===== src/design/csd_pkg.sv =====
// ----------------------------------------------------------------------------
// csd_pkg
// Shared types, register indexes and codes for the clutch shift direction
// detector.
// ----------------------------------------------------------------------------
package csd_pkg;

  localparam int HISTORY_DEPTH    = 64;
  localparam int TICK_PERIOD_MS   = 50;
  localparam int SHIFT_TIMEOUT_MS = 2000;

  // Configuration register indexes
  localparam logic [2:0] REG_SWITCH_ASSIGN = 3'd0;
  localparam logic [2:0] REG_SECOND_SWITCH = 3'd1;
  localparam logic [2:0] REG_THROTTLE_PCT  = 3'd2;
  localparam logic [2:0] REG_UP_DELAY      = 3'd3;
  localparam logic [2:0] REG_LOOKBACK      = 3'd4;
  localparam logic [2:0] REG_DETECT_MODE   = 3'd5;
  localparam logic [2:0] REG_UP_RATE       = 3'd6;
  localparam logic [2:0] REG_DOWN_RATE     = 3'd7;

  // Switch assignment codes
  localparam logic [1:0] SW_NONE = 2'd0;
  localparam logic [1:0] SW_UP   = 2'd1;
  localparam logic [1:0] SW_DOWN = 2'd2;

  // Detect modes
  localparam logic [1:0] MODE_THROTTLE   = 2'd0;
  localparam logic [1:0] MODE_RPM_RATE   = 2'd1;
  localparam logic [1:0] MODE_SPEED_RATE = 2'd2;
  localparam logic [1:0] MODE_ALWAYS     = 2'd3;

  localparam logic [9:0] LOOKBACK_MIN     = 10'd100;
  localparam logic [9:0] LOOKBACK_DEFAULT = 10'd300;
  localparam logic [9:0] LOOKBACK_MAX     = 10'd1000;

  // ms per second, rates compare as delta*1000 against min*lookback
  localparam int RATE_SCALE = 1000;

  typedef struct packed {
    logic [9:0]  thr;
    logic [14:0] rpm;
    logic [11:0] spd;
  } sample_t;

  typedef struct packed {
    logic [31:0] now_ms;
    logic [9:0]  thr;
    logic [11:0] spd;      // already zero when speed is not valid
    logic        spd_ok;
    logic        clutch_up;
    logic        clutch_down;
    logic        flat;
  } item_t;

  typedef struct packed {
    logic [3:0]  switch_assign;
    logic        second_wired;
    logic [6:0]  thr_pct;
    logic [15:0] up_delay_ms;
    logic [1:0]  mode;
    logic [25:0] up_prod;   // upshift_rate_min * lookback
    logic [25:0] dn_prod;   // downshift_rate_min * lookback
  } cfg_t;

endpackage


===== src/design/csd_ring.sv =====
// ----------------------------------------------------------------------------
// csd_ring
// Sample history memory with head/fill tracking and two registered lookups.
// ----------------------------------------------------------------------------
module csd_ring
  import csd_pkg::*;
#(
  parameter int Depth = HISTORY_DEPTH,
  localparam int IdxW = $clog2(Depth),
  localparam int CntW = $clog2(Depth + 1)
) (
  input  logic            clk_i,
  input  logic            rst_ni,
  input  logic            wr_en_i,
  input  sample_t         sample_i,
  input  logic [IdxW-1:0] steps1_i,
  input  logic [IdxW-1:0] steps2_i,
  output sample_t         rd1_o,
  output sample_t         rd2_o,
  output logic            fwd_o,
  output logic            same_o
);

  sample_t         mem_q [Depth];
  sample_t         rd1_q, rd2_q;
  logic            fwd_q, same_q;
  logic [IdxW-1:0] head_q, head_d;
  logic [CntW-1:0] count_q, count_d;
  logic [IdxW-1:0] lim, eff1, eff2, addr1, addr2;

  // steps are limited to samples already written (count after this write - 1)
  assign lim  = (count_q == CntW'(Depth)) ? IdxW'(Depth - 1) : count_q[IdxW-1:0];
  assign eff1 = (steps1_i < lim) ? steps1_i : lim;
  assign eff2 = (steps2_i < lim) ? steps2_i : lim;

  // head - steps modulo Depth; head is the slot being written now
  assign addr1 = (head_q >= eff1) ? head_q - eff1 : head_q + IdxW'(Depth) - eff1;
  assign addr2 = (head_q >= eff2) ? head_q - eff2 : head_q + IdxW'(Depth) - eff2;

  assign head_d  = (head_q == IdxW'(Depth - 1)) ? '0 : head_q + IdxW'(1);
  assign count_d = (count_q == CntW'(Depth)) ? count_q : count_q + CntW'(1);

  always_ff @(posedge clk_i or negedge rst_ni) begin
    if (!rst_ni) begin
      head_q  <= '0;
      count_q <= '0;
    end else if (wr_en_i) begin
      head_q  <= head_d;
      count_q <= count_d;
    end
  end

  // read-during-write returns old data; the empty-ring case is forwarded
  always_ff @(posedge clk_i) begin
    if (wr_en_i) begin
      mem_q[head_q] <= sample_i;
      rd1_q         <= mem_q[addr1];
      rd2_q         <= mem_q[addr2];
      fwd_q         <= (count_q == '0);
      same_q        <= (eff1 == eff2);
    end
  end

  assign rd1_o  = rd1_q;
  assign rd2_o  = rd2_q;
  assign fwd_o  = fwd_q;
  assign same_o = same_q;

endmodule


===== src/design/csd_confirm.sv =====
// ----------------------------------------------------------------------------
// csd_confirm
// Direction confirmation from history: throttle, rpm rate or speed rate.
// ----------------------------------------------------------------------------
module csd_confirm
  import csd_pkg::*;
(
  input  logic    clk_i,
  input  logic    en_i,
  input  cfg_t    cfg_i,
  input  item_t   item_i,
  input  sample_t rd1_i,
  input  sample_t rd2_i,
  input  logic    fwd_i,
  input  logic    same_i,
  output logic    ok_up_o,
  output logic    ok_dn_o,
  output logic    on_now_o
);

  logic [10:0]        thr_lim;
  logic [9:0]         thr_past;
  logic [11:0]        spd_past;
  logic               on_past, on_now;
  logic signed [16:0] delta;
  logic signed [27:0] scaled, up_ref, dn_ref;
  logic               rate_up, rate_dn;
  logic               ok_up, ok_dn;
  logic               ok_up_q, ok_dn_q, on_now_q;

  assign thr_lim  = 11'(cfg_i.thr_pct) * 11'd10;
  assign thr_past = fwd_i ? item_i.thr : rd1_i.thr;
  assign spd_past = fwd_i ? item_i.spd : rd1_i.spd;
  assign on_past  = {1'b0, thr_past} >= thr_lim;
  assign on_now   = {1'b0, item_i.thr} >= thr_lim;

  always_comb begin
    if (cfg_i.mode == MODE_RPM_RATE) begin
      delta = $signed({2'b0, rd1_i.rpm}) - $signed({2'b0, rd2_i.rpm});
    end else begin
      delta = $signed({5'b0, item_i.spd}) - $signed({5'b0, spd_past});
    end
  end

  assign scaled  = 28'(delta) * $signed(28'(RATE_SCALE));
  assign up_ref  = $signed({2'b0, cfg_i.up_prod});
  assign dn_ref  = $signed({2'b0, cfg_i.dn_prod});
  assign rate_up = scaled > up_ref;
  assign rate_dn = scaled < -dn_ref;

  always_comb begin
    case (cfg_i.mode)
      MODE_THROTTLE: begin
        ok_up = on_past;
        ok_dn = !on_past;
      end
      MODE_RPM_RATE: begin
        ok_up = same_i || rate_up;
        ok_dn = same_i || rate_dn;
      end
      MODE_SPEED_RATE: begin
        // no speed sensor: fall back to throttle
        ok_up = item_i.spd_ok ? rate_up : on_past;
        ok_dn = item_i.spd_ok ? rate_dn : !on_past;
      end
      default: begin
        ok_up = 1'b1;
        ok_dn = 1'b1;
      end
    endcase
  end

  always_ff @(posedge clk_i) begin
    if (en_i) begin
      ok_up_q  <= ok_up;
      ok_dn_q  <= ok_dn;
      on_now_q <= on_now;
    end
  end

  assign ok_up_o  = ok_up_q;
  assign ok_dn_o  = ok_dn_q;
  assign on_now_o = on_now_q;

endmodule


===== src/design/csd_window.sv =====
// ----------------------------------------------------------------------------
// csd_window
// Shift window state: clutch edges, open/close, delay and the result flags.
// ----------------------------------------------------------------------------
module csd_window
  import csd_pkg::*;
#(
  parameter int ShiftTimeoutMs = SHIFT_TIMEOUT_MS
) (
  input  logic  clk_i,
  input  logic  rst_ni,
  input  logic  en_i,
  input  cfg_t  cfg_i,
  input  item_t item_i,
  input  logic  on_now_i,
  input  logic  ok_up_i,
  input  logic  ok_dn_i,
  output logic  upshifting_o,
  output logic  downshifting_o,
  output logic  window_open_o
);

  localparam logic [31:0] Timeout = 32'(ShiftTimeoutMs);

  logic        prev_up_q, prev_up_d, prev_dn_q, prev_dn_d;
  logic        win_q, win_d, dir_q, dir_d, up_q, up_d, dn_q, dn_d;
  logic [31:0] start_q, start_d, eval_q, eval_d;

  logic [1:0]  up_sw, dn_sw, dir_sw_open, dir_sw;
  logic        up_fell, up_rose, dn_fell, dn_rose, up_wired, dn_wired;
  logic        open, dir_open, own_close, early_close, timed_out, ok;
  logic [31:0] elapsed;

  assign up_sw = cfg_i.switch_assign[1:0];
  assign dn_sw = cfg_i.switch_assign[3:2];

  assign up_fell = !item_i.clutch_up && prev_up_q;
  assign up_rose = item_i.clutch_up && !prev_up_q;
  assign dn_fell = !item_i.clutch_down && prev_dn_q;
  assign dn_rose = item_i.clutch_down && !prev_dn_q;

  assign up_wired = (up_sw == SW_UP) || (dn_sw == SW_UP) || cfg_i.second_wired;
  assign dn_wired = (up_sw == SW_DOWN) || (dn_sw == SW_DOWN) || cfg_i.second_wired;
  assign open     = !win_q && ((up_wired && up_fell) || (dn_wired && dn_rose));

  always_comb begin
    if (up_sw != SW_NONE && dn_sw != SW_NONE) begin
      if (up_sw == dn_sw) begin
        // one switch for both directions: throttle decides
        dir_open = on_now_i;
      end else if (up_sw == SW_UP) begin
        dir_open = up_fell;
      end else if (up_sw == SW_DOWN) begin
        dir_open = dn_rose;
      end else begin
        dir_open = 1'b0;
      end
    end else begin
      dir_open = (up_sw != SW_NONE);
    end
  end

  assign dir_sw_open = dir_open ? up_sw : dn_sw;

  always_comb begin
    prev_up_d = prev_up_q;
    prev_dn_d = prev_dn_q;
    win_d     = win_q;
    dir_d     = dir_q;
    start_d   = start_q;
    eval_d    = eval_q;
    up_d      = up_q;
    dn_d      = dn_q;
    if (open) begin
      win_d   = 1'b1;
      dir_d   = dir_open;
      start_d = item_i.now_ms;
      eval_d  = item_i.now_ms + ((dir_sw_open == SW_UP) ? 32'(cfg_i.up_delay_ms) : 32'd0);
    end
    dir_sw      = dir_d ? up_sw : dn_sw;
    own_close   = (dir_sw == SW_UP) ? up_rose : ((dir_sw == SW_DOWN) ? dn_fell : 1'b0);
    early_close = cfg_i.second_wired && (dir_sw == SW_UP) && dn_fell;
    elapsed     = item_i.now_ms - start_d;
    timed_out   = elapsed > Timeout;
    ok          = dir_d ? ok_up_i : ok_dn_i;

    if (item_i.flat) begin
      // flat shift: forced upshift, switch history untouched
      win_d   = 1'b0;
      dir_d   = dir_q;
      start_d = start_q;
      eval_d  = eval_q;
      up_d    = 1'b1;
      dn_d    = 1'b0;
    end else if (up_sw == SW_NONE && dn_sw == SW_NONE) begin
      win_d   = win_q;
      dir_d   = dir_q;
      start_d = start_q;
      eval_d  = eval_q;
      up_d    = 1'b0;
      dn_d    = 1'b0;
    end else begin
      prev_up_d = item_i.clutch_up;
      prev_dn_d = item_i.clutch_down;
      if (!win_d) begin
        up_d = 1'b0;
        dn_d = 1'b0;
      end else if (own_close || early_close || timed_out) begin
        win_d = 1'b0;
        up_d  = 1'b0;
        dn_d  = 1'b0;
      end else if (item_i.now_ms >= eval_d) begin
        up_d = dir_d && ok;
        dn_d = !dir_d && ok;
      end
    end
  end

  always_ff @(posedge clk_i or negedge rst_ni) begin
    if (!rst_ni) begin
      prev_up_q <= 1'b0;
      prev_dn_q <= 1'b0;
      win_q     <= 1'b0;
      dir_q     <= 1'b0;
      start_q   <= '0;
      eval_q    <= '0;
      up_q      <= 1'b0;
      dn_q      <= 1'b0;
    end else if (en_i) begin
      prev_up_q <= prev_up_d;
      prev_dn_q <= prev_dn_d;
      win_q     <= win_d;
      dir_q     <= dir_d;
      start_q   <= start_d;
      eval_q    <= eval_d;
      up_q      <= up_d;
      dn_q      <= dn_d;
    end
  end

  assign upshifting_o   = up_q;
  assign downshifting_o = dn_q;
  assign window_open_o  = win_q;

endmodule


===== src/design/clutch_shift_direction_detector.sv =====
// ----------------------------------------------------------------------------
// clutch_shift_direction_detector
// Detects clutch shifts, opens a shift window and confirms its direction from
// a history of throttle, rpm and speed samples.
// ----------------------------------------------------------------------------
//
//  channel | direction | handshake               | carries
//  --------+-----------+-------------------------+-------------------------------
//  in      | input     | in_valid_i / in_ready_o | one tick: time, throttle, rpm,
//          |           |                         | speed, clutch switches, flat
//  out     | output    | out_valid_o/out_ready_i | upshifting, downshifting,
//          |           |                         | window_open
//  cfg     | input     | cfg_valid_i/cfg_ready_o | register index + data (16 bits)
//
// Pipeline: three stages, one item per cycle sustained while results are taken;
//   each item is registered by stages 1, 2 and 3 in turn. Stage 1 writes the
//   tick into the sample memory and does both history lookups (two read ports,
//   registered data); stage 2 does the rate/throttle compares; stage 3 updates
//   the window state and holds it as the result.
// Reset: control state clears at once; the sample memory needs no clearing
//   since lookups only reach samples already written (fill count).
// Stalls: a held result stalls stage 3 only; upstream stages keep filling, so
//   in_ready_o drops only once all three stages are full. cfg is always ready.
// ----------------------------------------------------------------------------
module clutch_shift_direction_detector
  import csd_pkg::*;
#(
  parameter int HistoryDepth   = HISTORY_DEPTH,
  parameter int TickPeriodMs   = TICK_PERIOD_MS,
  parameter int ShiftTimeoutMs = SHIFT_TIMEOUT_MS
) (
  input  logic        clk_i,
  input  logic        rst_ni,

  input  logic        in_valid_i,
  output logic        in_ready_o,
  input  logic [31:0] now_ms_i,
  input  logic [9:0]  throttle_tenths_i,
  input  logic [14:0] engine_rpm_i,
  input  logic [11:0] speed_tenths_i,
  input  logic        speed_valid_i,
  input  logic        clutch_up_sw_i,
  input  logic        clutch_down_sw_i,
  input  logic        flat_shift_i,

  output logic        out_valid_o,
  input  logic        out_ready_i,
  output logic        upshifting_o,
  output logic        downshifting_o,
  output logic        window_open_o,

  input  logic        cfg_valid_i,
  output logic        cfg_ready_o,
  input  logic [2:0]  cfg_index_i,
  input  logic [15:0] cfg_data_i
);

  localparam int IdxW = $clog2(HistoryDepth);

  // lookback / tick period by reciprocal: exact floor for dividends < 2^11
  // as long as dividend * period < 2^RecipShift
  localparam int          RecipShift = 22;
  localparam int          MulW       = RecipShift + 1;
  localparam int          ProdW      = MulW + 11;
  localparam longint      RecipMul   =
    ((longint'(1) << RecipShift) + longint'(TickPeriodMs) - 1) / TickPeriodMs;
  localparam logic [MulW-1:0] RecipMulV = MulW'(RecipMul);

  // step counts for the reset lookback
  localparam int Q1Rst = int'(LOOKBACK_DEFAULT) / TickPeriodMs;
  localparam int Q2Rst = (2 * int'(LOOKBACK_DEFAULT)) / TickPeriodMs;
  localparam int S1Rst = (Q1Rst < 1) ? 1 : ((Q1Rst > HistoryDepth - 1) ? HistoryDepth - 1 : Q1Rst);
  localparam int S2Rst = (Q2Rst < 1) ? 1 : ((Q2Rst > HistoryDepth - 1) ? HistoryDepth - 1 : Q2Rst);

  localparam logic [10:0]     MaxStepsW = 11'(HistoryDepth - 1);
  localparam logic [IdxW-1:0] MaxSteps  = IdxW'(HistoryDepth - 1);

  // --------------------------------------------------------------------------
  // Configuration registers
  // --------------------------------------------------------------------------
  logic        cfg_we;
  logic [3:0]  sa_q, sa_d;
  logic        second_q, second_d;
  logic [6:0]  pct_q, pct_d;
  logic [15:0] delay_q, delay_d;
  logic [9:0]  lb_q, lb_d, lb_wr;
  logic [1:0]  mode_q, mode_d;
  logic [15:0] up_min_q, up_min_d, dn_min_q, dn_min_d;
  logic [25:0] up_prod_q, dn_prod_q;
  logic [IdxW-1:0] steps1_q, steps1_d, steps2_q, steps2_d;
  logic [ProdW-1:0] q1_prod, q2_prod;
  logic [10:0]     q1, q2;
  cfg_t            cfg;

  assign cfg_ready_o = 1'b1;
  assign cfg_we      = cfg_valid_i && cfg_ready_o;

  // lookback below the minimum falls back to the default, above max clamps
  assign lb_wr = (cfg_data_i < 16'(LOOKBACK_MIN)) ? LOOKBACK_DEFAULT :
                 (cfg_data_i > 16'(LOOKBACK_MAX)) ? LOOKBACK_MAX : cfg_data_i[9:0];

  always_comb begin
    sa_d     = sa_q;
    second_d = second_q;
    pct_d    = pct_q;
    delay_d  = delay_q;
    lb_d     = lb_q;
    mode_d   = mode_q;
    up_min_d = up_min_q;
    dn_min_d = dn_min_q;
    if (cfg_we) begin
      case (cfg_index_i)
        REG_SWITCH_ASSIGN: sa_d     = cfg_data_i[3:0];
        REG_SECOND_SWITCH: second_d = cfg_data_i[0];
        REG_THROTTLE_PCT:  pct_d    = cfg_data_i[6:0];
        REG_UP_DELAY:      delay_d  = cfg_data_i;
        REG_LOOKBACK:      lb_d     = lb_wr;
        REG_DETECT_MODE:   mode_d   = cfg_data_i[1:0];
        REG_UP_RATE:       up_min_d = cfg_data_i;
        REG_DOWN_RATE:     dn_min_d = cfg_data_i;
        default: ;
      endcase
    end
  end

  // lookback and twice lookback in ticks, clamped to [1, depth-1]
  assign q1_prod = ProdW'(lb_d) * ProdW'(RecipMulV);
  assign q2_prod = ProdW'({lb_d, 1'b0}) * ProdW'(RecipMulV);
  assign q1      = q1_prod[RecipShift +: 11];
  assign q2      = q2_prod[RecipShift +: 11];

  assign steps1_d = (q1 == '0) ? IdxW'(1) : ((q1 > MaxStepsW) ? MaxSteps : q1[IdxW-1:0]);
  assign steps2_d = (q2 == '0) ? IdxW'(1) : ((q2 > MaxStepsW) ? MaxSteps : q2[IdxW-1:0]);

  always_ff @(posedge clk_i or negedge rst_ni) begin
    if (!rst_ni) begin
      sa_q      <= '0;
      second_q  <= 1'b0;
      pct_q     <= '0;
      delay_q   <= '0;
      lb_q      <= LOOKBACK_DEFAULT;
      mode_q    <= MODE_THROTTLE;
      up_min_q  <= '0;
      dn_min_q  <= '0;
      up_prod_q <= '0;
      dn_prod_q <= '0;
      steps1_q  <= IdxW'(S1Rst);
      steps2_q  <= IdxW'(S2Rst);
    end else begin
      sa_q      <= sa_d;
      second_q  <= second_d;
      pct_q     <= pct_d;
      delay_q   <= delay_d;
      lb_q      <= lb_d;
      mode_q    <= mode_d;
      up_min_q  <= up_min_d;
      dn_min_q  <= dn_min_d;
      // rate thresholds pre-scaled by lookback so no divide is needed
      up_prod_q <= 26'(up_min_d) * 26'(lb_d);
      dn_prod_q <= 26'(dn_min_d) * 26'(lb_d);
      steps1_q  <= steps1_d;
      steps2_q  <= steps2_d;
    end
  end

  assign cfg.switch_assign = sa_q;
  assign cfg.second_wired  = second_q;
  assign cfg.thr_pct       = pct_q;
  assign cfg.up_delay_ms   = delay_q;
  assign cfg.mode          = mode_q;
  assign cfg.up_prod       = up_prod_q;
  assign cfg.dn_prod       = dn_prod_q;

  // --------------------------------------------------------------------------
  // Pipeline control
  // --------------------------------------------------------------------------
  logic  in_acc, out_free, s1_go, s1_free, s2_go, s2_free;
  logic  s1_valid_q, s2_valid_q, out_valid_q;
  item_t item_in, s1_item_q, s2_item_q;
  sample_t sample_in, rd1, rd2;
  logic  fwd, same;
  logic  ok_up, ok_dn, on_now;

  assign out_free = !out_valid_q || out_ready_i;
  assign s2_go    = s2_valid_q && out_free;
  assign s2_free  = !s2_valid_q || out_free;
  assign s1_go    = s1_valid_q && s2_free;
  assign s1_free  = !s1_valid_q || s2_free;

  assign in_ready_o = s1_free;
  assign in_acc     = in_valid_i && in_ready_o;

  always_ff @(posedge clk_i or negedge rst_ni) begin
    if (!rst_ni) begin
      s1_valid_q  <= 1'b0;
      s2_valid_q  <= 1'b0;
      out_valid_q <= 1'b0;
    end else begin
      s1_valid_q  <= in_acc || (s1_valid_q && !s2_free);
      s2_valid_q  <= s1_go || (s2_valid_q && !out_free);
      out_valid_q <= s2_go || (out_valid_q && !out_ready_i);
    end
  end

  // speed is recorded as zero when the sensor reports it invalid
  assign item_in.now_ms      = now_ms_i;
  assign item_in.thr         = throttle_tenths_i;
  assign item_in.spd         = speed_valid_i ? speed_tenths_i : 12'd0;
  assign item_in.spd_ok      = speed_valid_i;
  assign item_in.clutch_up   = clutch_up_sw_i;
  assign item_in.clutch_down = clutch_down_sw_i;
  assign item_in.flat        = flat_shift_i;

  assign sample_in.thr = item_in.thr;
  assign sample_in.rpm = engine_rpm_i;
  assign sample_in.spd = item_in.spd;

  always_ff @(posedge clk_i) begin
    if (in_acc) begin
      s1_item_q <= item_in;
    end
    if (s1_go) begin
      s2_item_q <= s1_item_q;
    end
  end

  // --------------------------------------------------------------------------
  // Stage 1: sample memory write and history lookups
  // --------------------------------------------------------------------------
  csd_ring #(
    .Depth (HistoryDepth)
  ) u_ring (
    .clk_i    (clk_i),
    .rst_ni   (rst_ni),
    .wr_en_i  (in_acc),
    .sample_i (sample_in),
    .steps1_i (steps1_q),
    .steps2_i (steps2_q),
    .rd1_o    (rd1),
    .rd2_o    (rd2),
    .fwd_o    (fwd),
    .same_o   (same)
  );

  // --------------------------------------------------------------------------
  // Stage 2: confirm compares, evaluated for both directions
  // --------------------------------------------------------------------------
  csd_confirm u_confirm (
    .clk_i    (clk_i),
    .en_i     (s1_go),
    .cfg_i    (cfg),
    .item_i   (s1_item_q),
    .rd1_i    (rd1),
    .rd2_i    (rd2),
    .fwd_i    (fwd),
    .same_i   (same),
    .ok_up_o  (ok_up),
    .ok_dn_o  (ok_dn),
    .on_now_o (on_now)
  );

  // --------------------------------------------------------------------------
  // Stage 3: window state; its flags are the result
  // --------------------------------------------------------------------------
  csd_window #(
    .ShiftTimeoutMs (ShiftTimeoutMs)
  ) u_window (
    .clk_i          (clk_i),
    .rst_ni         (rst_ni),
    .en_i           (s2_go),
    .cfg_i          (cfg),
    .item_i         (s2_item_q),
    .on_now_i       (on_now),
    .ok_up_i        (ok_up),
    .ok_dn_i        (ok_dn),
    .upshifting_o   (upshifting_o),
    .downshifting_o (downshifting_o),
    .window_open_o  (window_open_o)
  );

  assign out_valid_o = out_valid_q;

endmodule


===== config.mk =====
export PLATFORM = sky130hd
export DESIGN_NAME = clutch_shift_direction_detector
export DESIGN_NICKNAME = d
export VERILOG_FILES = /design/src/design/csd_pkg.sv /design/src/design/csd_ring.sv /design/src/design/csd_confirm.sv /design/src/design/csd_window.sv /design/src/design/clutch_shift_direction_detector.sv
export SDC_FILE = /design/constraint.sdc
export NUM_CORES = 2
export LEC_CHECK = 0
export ABC_AREA = 1
export BUFFER_PORTS_ARGS = -buffer_cell sky130_fd_sc_hd__clkbuf_2
export CAP_MARGIN = 20
export CORE_MARGIN = 2
export CORE_UTILIZATION = 50
export CTS_BUF_LIST = sky130_fd_sc_hd__clkbuf_8
export CTS_CLUSTER_SIZE = 8
export DETAILED_ROUTE_END_ITERATION = 10
export MAX_ROUTING_LAYER = met4
export PLACE_DENSITY = 0.74
export SLEW_MARGIN = 5
export SYNTH_ARGS = -nofsm -noshare
export SYNTH_HDL_FRONTEND = slang
export SYNTH_SLANG_ARGS = --single-unit

===== constraint.sdc =====
create_clock -name clk_i -period 23.4 [get_ports clk_i]
set_clock_uncertainty 0.2 [all_clocks]
set_input_delay 2.34 -clock clk_i [delete_from_list [all_inputs] [get_ports clk_i]]
set_output_delay 2.34 -clock clk_i [all_outputs]
set_load 0.02 [all_outputs]

-- Word-level counts from Yosys, hierarchy flattened
Memory sizes are Yosys's and may differ from the RTL's. A register that Yosys moved wholly into a read port is not among the register bits.
Index checks and enable logic that the tools add are counted.
- shift operators: 0
- mux-type cells: 54
- div/mod/pow operators: 0
- bitwise gates (word level): 3
- add/subtract/negate cells: 9
- $mul: 6
- reduce and logical (&&, ||, !) cells: 65
- $lt $le $gt $ge: 12
- equality and inequality tests: 22
- operator list (cell ; count):
    two-way mux 16 bit ; 5
    two-way mux 32 bit ; 2
    multiplier 10 x 17 -> 27 bit, second input constant ; 2
    multiplier 16 x 10 -> 26 bit ; 2
    two-way mux 10 bit ; 5
    two-way mux 6 bit ; 8
    adder 32 bit ; 1
    greater-or-equal comparator 32 bit ; 1
    > comparator 32 x 11 -> 1 bit, second input constant ; 1
    subtractor 32 bit ; 1
    > comparator 28 x 27 -> 1 bit ; 1
    < comparator 28 bit ; 1
    negator 26 -> 28 bit ; 1
    two-way mux 1 bit ; 27
    multiplier 17 x 8 -> 25 bit, second input constant ; 1
    two-way mux 12 bit ; 2
    greater-or-equal comparator 10 x 11 -> 1 bit ; 2
    logical NOT 11 bit ; 2
    logical AND 1 bit ; 19
    two-way mux 17 bit ; 1
    > comparator 16 x 10 -> 1 bit, second input constant ; 1
    < comparator 16 x 7 -> 1 bit, second input constant ; 1
    AND reduction 2 bit ; 8
    subtractor 15 x 15 -> 16 bit ; 1
    other kinds (29) ; 75
- bits in latches: 0
- memories: 1
- output and inout bits: 6
- RAM bits: 2368
- register bits after elaboration: 320
- ROM bits: 0
- memories (memory ; words ; width ; rd ports ; clocked after Yosys merged registers in ; wr ports ; RTL line ; text):
    u_ring.mem_q ; 64 ; 37 ; 2 ; 2 ; 1 ; csd_ring.sv:24 ; sample_t mem_q [Depth];

-- Logic depth before layout (Yosys ltp)
- depth after elaboration: 17
- depth in mapped cells: 50
- depth with buffers taken out: 49

-- Hierarchy
From an unflattened synthesis, not the netlist that was laid out.
- cell total of the unflattened synthesis: 16809
- area, all modules: 157745.0 µm²
- by module, submodules not included (module ; area each (µm²) ; instances ; cells an instance):
    csd_ring ; 121285.1 ; 1 ; 12229
    clutch_shift_direction_detector ; 20674.8 ; 1 ; 2070
    csd_window ; 8374.3 ; 1 ; 1420
    csd_confirm ; 7410.9 ; 1 ; 1090

-- Worst setup path after synthesis
Ideal clock, no wire load.
- path type: in2reg
- start point: input port out_ready_i
- end point: memory u_ring.mem_q[15][0] in the netlist's numbering, enable pin
- required time: 22.723 ns
- path buffers: 0
- slack: 14.783 ns
- stages on the path: 10
- setup time: 0.477 ns
- arrival time: 7.940 ns
- cells stage by stage: inv_1 > nand2_1 > nor2_1 > nand2_1 > nand2_1 > clkinv_1 > nand4_1 > nor2_1 > inv_1 > nor3_1
- cells in the longest elaborated chain, start to end: 6
- ends and longest elaborated chain (element ; RTL line ; text):
    start: declaration ; clutch_shift_direction_detector.sv:47 ; input logic out_ready_i,
    logical OR 1 bit ; clutch_shift_direction_detector.sv:184 ; assign out_free = !out_valid_q || out_ready_i;
    logical OR 1 bit ; clutch_shift_direction_detector.sv:186 ; assign s2_free = !s2_valid_q || out_free;
    logical OR 1 bit ; clutch_shift_direction_detector.sv:188 ; assign s1_free = !s1_valid_q || s2_free;
    net in_ready_o ; clutch_shift_direction_detector.sv:36 ; output logic in_ready_o,
    logical AND 1 bit ; clutch_shift_direction_detector.sv:191 ; assign in_acc = in_valid_i && in_ready_o;
    net in_acc ; clutch_shift_direction_detector.sv:177 ; logic in_acc, out_free, s1_go, s1_free, s2_go, s2_free;
    two-way mux 1 bit ; csd_ring.sv:55 ; if (wr_en_i) begin
    two-way mux 1 bit (implied by the code) ; csd_ring.sv:56 ; mem_q[head_q] <= sample_i;
    end: declaration ; csd_ring.sv:24 ;
The timed path passes the listed nets, and every way through them passes these cells.

-- Worst setup path in the final report
- start point: register u_ring.fwd_q, in the netlist u_ring.fwd_o
- end point: register u_confirm.ok_up_q, in the netlist u_confirm.ok_up_o (data pin)
- cells in the longest elaborated chain, start to end: 7
- ends and longest elaborated chain (element ; RTL line ; text):
    start: declaration ; csd_ring.sv:26 ; logic fwd_q, same_q;
    start signal: assignment ; csd_ring.sv:59 ; fwd_q <= (count_q == '0);
    two-way mux 12 bit ; csd_confirm.sv:33 ; assign spd_past = fwd_i ? item_i.spd : rd1_i.spd;
    subtractor 12 x 12 -> 13 bit ; csd_confirm.sv:41 ; delta = $signed({5'b0, item_i.spd}) - $signed({5'b0, spd_past});
    two-way mux 17 bit ; csd_confirm.sv:38 ; if (cfg_i.mode == MODE_RPM_RATE) begin
    multiplier 17 x 8 -> 25 bit ; csd_confirm.sv:45 ; assign scaled = 28'(delta) * $signed(28'(RATE_SCALE));
    > comparator 28 x 27 -> 1 bit ; csd_confirm.sv:48 ; assign rate_up = scaled > up_ref;
    two-way mux 1 bit or logical OR 1 bit (tied branches) ; csd_confirm.sv:63, csd_confirm.sv:58 ;
    case mux 1 bit (3 select lines) (*) ; csd_confirm.sv:52 ; case (cfg_i.mode)
    end signal: assignment ; csd_confirm.sv:75 ; ok_up_q <= ok_up;
    end: declaration ; csd_confirm.sv:29 ; logic ok_up_q, ok_dn_q, on_now_q;
Mark *: on every way between the ends. The rest lies on a longest branch, timed or not.
A chain may end at the register's enable or synchronous reset.

==> metrics.cfg <==
[setup_path]
crit_type = flop to flop
cp-startpoint = u_ring.fwd_o$_DFFE_PP_
critical_path.most_common_cell = nand2_1
cp.arrival_ps = 9770
reg2reg_to = u_confirm.ok_up_o$_SDFFCE_PN1P_
max_stage_delay_ps = 620
start_kind = flop
setup.worst_path.end = u_confirm.ok_up_o$_SDFFCE_PN1P_
end_kind = flop
cp_data_required_time_ps = 23980
rr_startpoint = u_ring.fwd_o$_DFFE_PP_
reg2reg_slack_ps = 14200
cp_slowest_cell = fa_1
cp_max_fo = 24
r2r_cells = 40

[final_layout]
nets = 14214
fillers = 23450
syn_to_final_growth_pct = 8.81
drive_gt1_share_pct = 9.35

[timing]
max_freq_mhz = 109
slew_violations = 0
worst_pin_slew_ps = 1160
setup_viol = 0
hold_viol = 0
slew_headroom_pct = 21.9
setup_tns_ps = 0
rsz0062_at_grt = no
holdWs_ps = 207
period_share_pct = 39.3
min_period_ps = 9200

[global_route]
grt_pass1_vias = 98118
grtUsageTotal_pct = 28.1
grt_overflow_total = 0
grt_pass1_wl_mm = 598
antenna_found_initial = 11
grt_max_degree = 205

[die]
die_width_um = 536
rows = 195
die_h_um = 536
core_area_um2 = 282000
start_util_pct = 50.2
die_area_um2 = 287000
io_pins = 103

[clock_network]
post_cts.repair.setup_buffers = 0
cts_htree_levels = 5
numCtsBuffers = 435
root_buffer = clkbuf_8
cts_max_path_buffers = 4
cts_resized = 0
cts_tree = built
clock_latency_ps = 1130
clock_sinks = 2739
clk_pin_slew_worst_paths_ps = 70
cts-hold-fix-buffers = 0

[run]
maxCapViolCount = 0

[hold_path]
hp-start = s1_item_q[42]$_DFFE_PP_
hold_path.class = flop to flop

[route]
drcViolationCount = 0
dr_wl_met2_mm = 181
drt-total-wl_mm = 401
top_layer = met4
wire_per_inst_um = 23.1
met1Wirelength_mm = 156
vias_per_cell = 5.97
wl_met3_mm = 43.2
dr.pass1.iters = 6
ant_nets = 0
drt_iter0_drc = 14000
vias = 103623

[synth]
synth_nets = 14226
synth_seq_area_share_pct = 57.4
ys_ff_latch = 2739
synthesis.instances = 13330
ys_warn_count = 0
synth.distinct_cells = 69
synthArstFlopShare_pct = 8.07
syn-cell-area_um2 = 141000
synth_ff_type = edfxtp_1
synth_edf_count = 2518
postSynthAreaPerCell_um2 = 10.6

[place]
dp.final_hpwl_mm = 233
io_buffers = 101
gp_congestion = 0.922

[outcome]
status = finished, final reports clean

## worst min-delay path by stage
stage	to	slack, ps	cells past startpoint
after global routing	s2_item_q[37]$_DFFE_PP_	230	0
after global placement	s2_item_q[32]$_DFFE_PP_	200	0
final	s2_item_q[42]$_DFFE_PP_	210	0
after floorplan	s2_item_q[0]$_DFFE_PP_	200	0
after detailed placement	s2_item_q[28]$_DFFE_PP_	200	0
after CTS	s2_item_q[42]$_DFFE_PP_	200	0
## cells by family (layout without fill, tap and decap cells)
family                     count (synthesis)  in the layout  synth area share, %
buffers and inverters                   2175           2460                 5.89
other                                      1             12              0.00265
and+or+nand+nor                         3554           3554                 9.97
muxes                                    323            323                 2.55
DFF                                     2739           2739                 57.4
xor gates and xnor gates                 111            111                0.693
adders and majority gates                799            799                 8.85
AOI/OAI and AO/OA                       3628           3628                 14.6
## cells in the mapped netlist, types with 27 or more instances
library cell,instances,area [um2]
a21oi_1,932,4660
buf_1,85,319
buf_2,115,576
clkbuf_1,561,2110
dfrtp_1,213,5330
edfxtp_1,2518,75600
fa_1,335,6710
ha_1,464,5810
inv_1,1390,5220
mux2_2,296,3330
mux2i_1,27,270
nand2_1,1310,4920
nand3_1,212,1060
nand4_1,51,319
nor2_1,1865,7000
nor3_1,37,185
o211ai_1,190,1430
o21a_1,52,390
o21ai_0,1845,9230
o221ai_1,53,464
o22ai_1,39,244
o31ai_1,64,480
o32ai_1,352,3080
xnor2_1,32,280
xor2_1,78,683
## flip-flops by register name, summed over array words and instances (netlist names), 26 cells and up
| name | cells |
|---|---|
| u_ring.rd1_o | 37 |
| dn_prod_q | 26 |
| s1_item_q | 58 |
| s2_item_q | 35 |
| u_window.eval_q | 32 |
| up_prod_q | 26 |
| u_window.start_q | 32 |
| u_ring.mem_q | 2368 |
## placed cells by master, fill, tap and decap left out, types with 11 or more instances in the layout
cell,count
a21o_1,13
a21oi_1,932
a31oi_1,26
buf_12,18
buf_4,196
clkbuf_2,100
clkbuf_8,449
clkinv_1,91
clkinv_2,26
dfrtp_1,213
diode_2,11
edfxtp_1,2518
fa_1,333
ha_1,462
inv_1,1526
inv_2,12
mux2_2,296
mux2i_1,27
nand2_1,1307
nand3_1,212
nand3b_1,12
nand4_1,51
nor2_1,1802
nor2_4,71
nor3_1,35
o211ai_1,190
o21a_1,52
o21ai_0,1844
o21ai_1,15
o21bai_1,11
o221ai_1,53
o22ai_1,39
o31ai_1,64
o32ai_1,352
or2_2,19
xnor2_1,31
xor2_1,72
## routing by layer
| metal | track usage [%] | vias to the layer above |
|---|---|---|
| met2 | 42.3 | 5647 |
| met3 | 5.22 | 1021 |
| met5 | - | - |
| li1 | - | 46815 |
| met1 | 37.1 | 50140 |
| met4 | 12.7 | 0 |
## final cells by class
cell class / instances / area, um2 / area share (%)
Clock inverter: 285 / 1560 / 1.01
Sequential cell: 2739 / 81200 / 52.8
Antenna cell: 11 / 27.5 / 0.0179
Inverter: 1410 / 5320 / 3.46
Multi-Input combinational cell: 8416 / 52600 / 34.2
Tap cell: 3743 / 4680 / 3.04
Timing Repair Buffer: 316 / 2350 / 1.53
Clock buffer: 449 / 6180 / 4.02
## worst max-delay path: cells and delay by family, from the launching register on
family / cells / cell delay [ps]
buffers and inverters: 7 / 950
DFF: 1 / 320
AOI/OAI and AO/OA: 12 / 2820
adders and majority gates: 8 / 3320
and+or+nand+nor: 13 / 1340
## metrics by stage
| step | instance area (um2) | instances | utilization [%] | setup WS, ps |
|---|---|---|---|---|
| after CTS | 154000 | 17353 | 54.5 | 14270 |
| final | 154000 | 17369 | 54.6 | 14200 |
| after detailed placement | 146000 | 16619 | 51.8 | 14020 |
| after floorplan | 141000 | 13330 | - | 14780 |
| after global routing | 154000 | 17367 | 54.6 | 13480 |
| after global placement | 146000 | 16617 | 51.8 | 14070 |
Power is not shown: default switching activity piles up to over one toggle a cycle in this logic, so the estimate is an artifact.
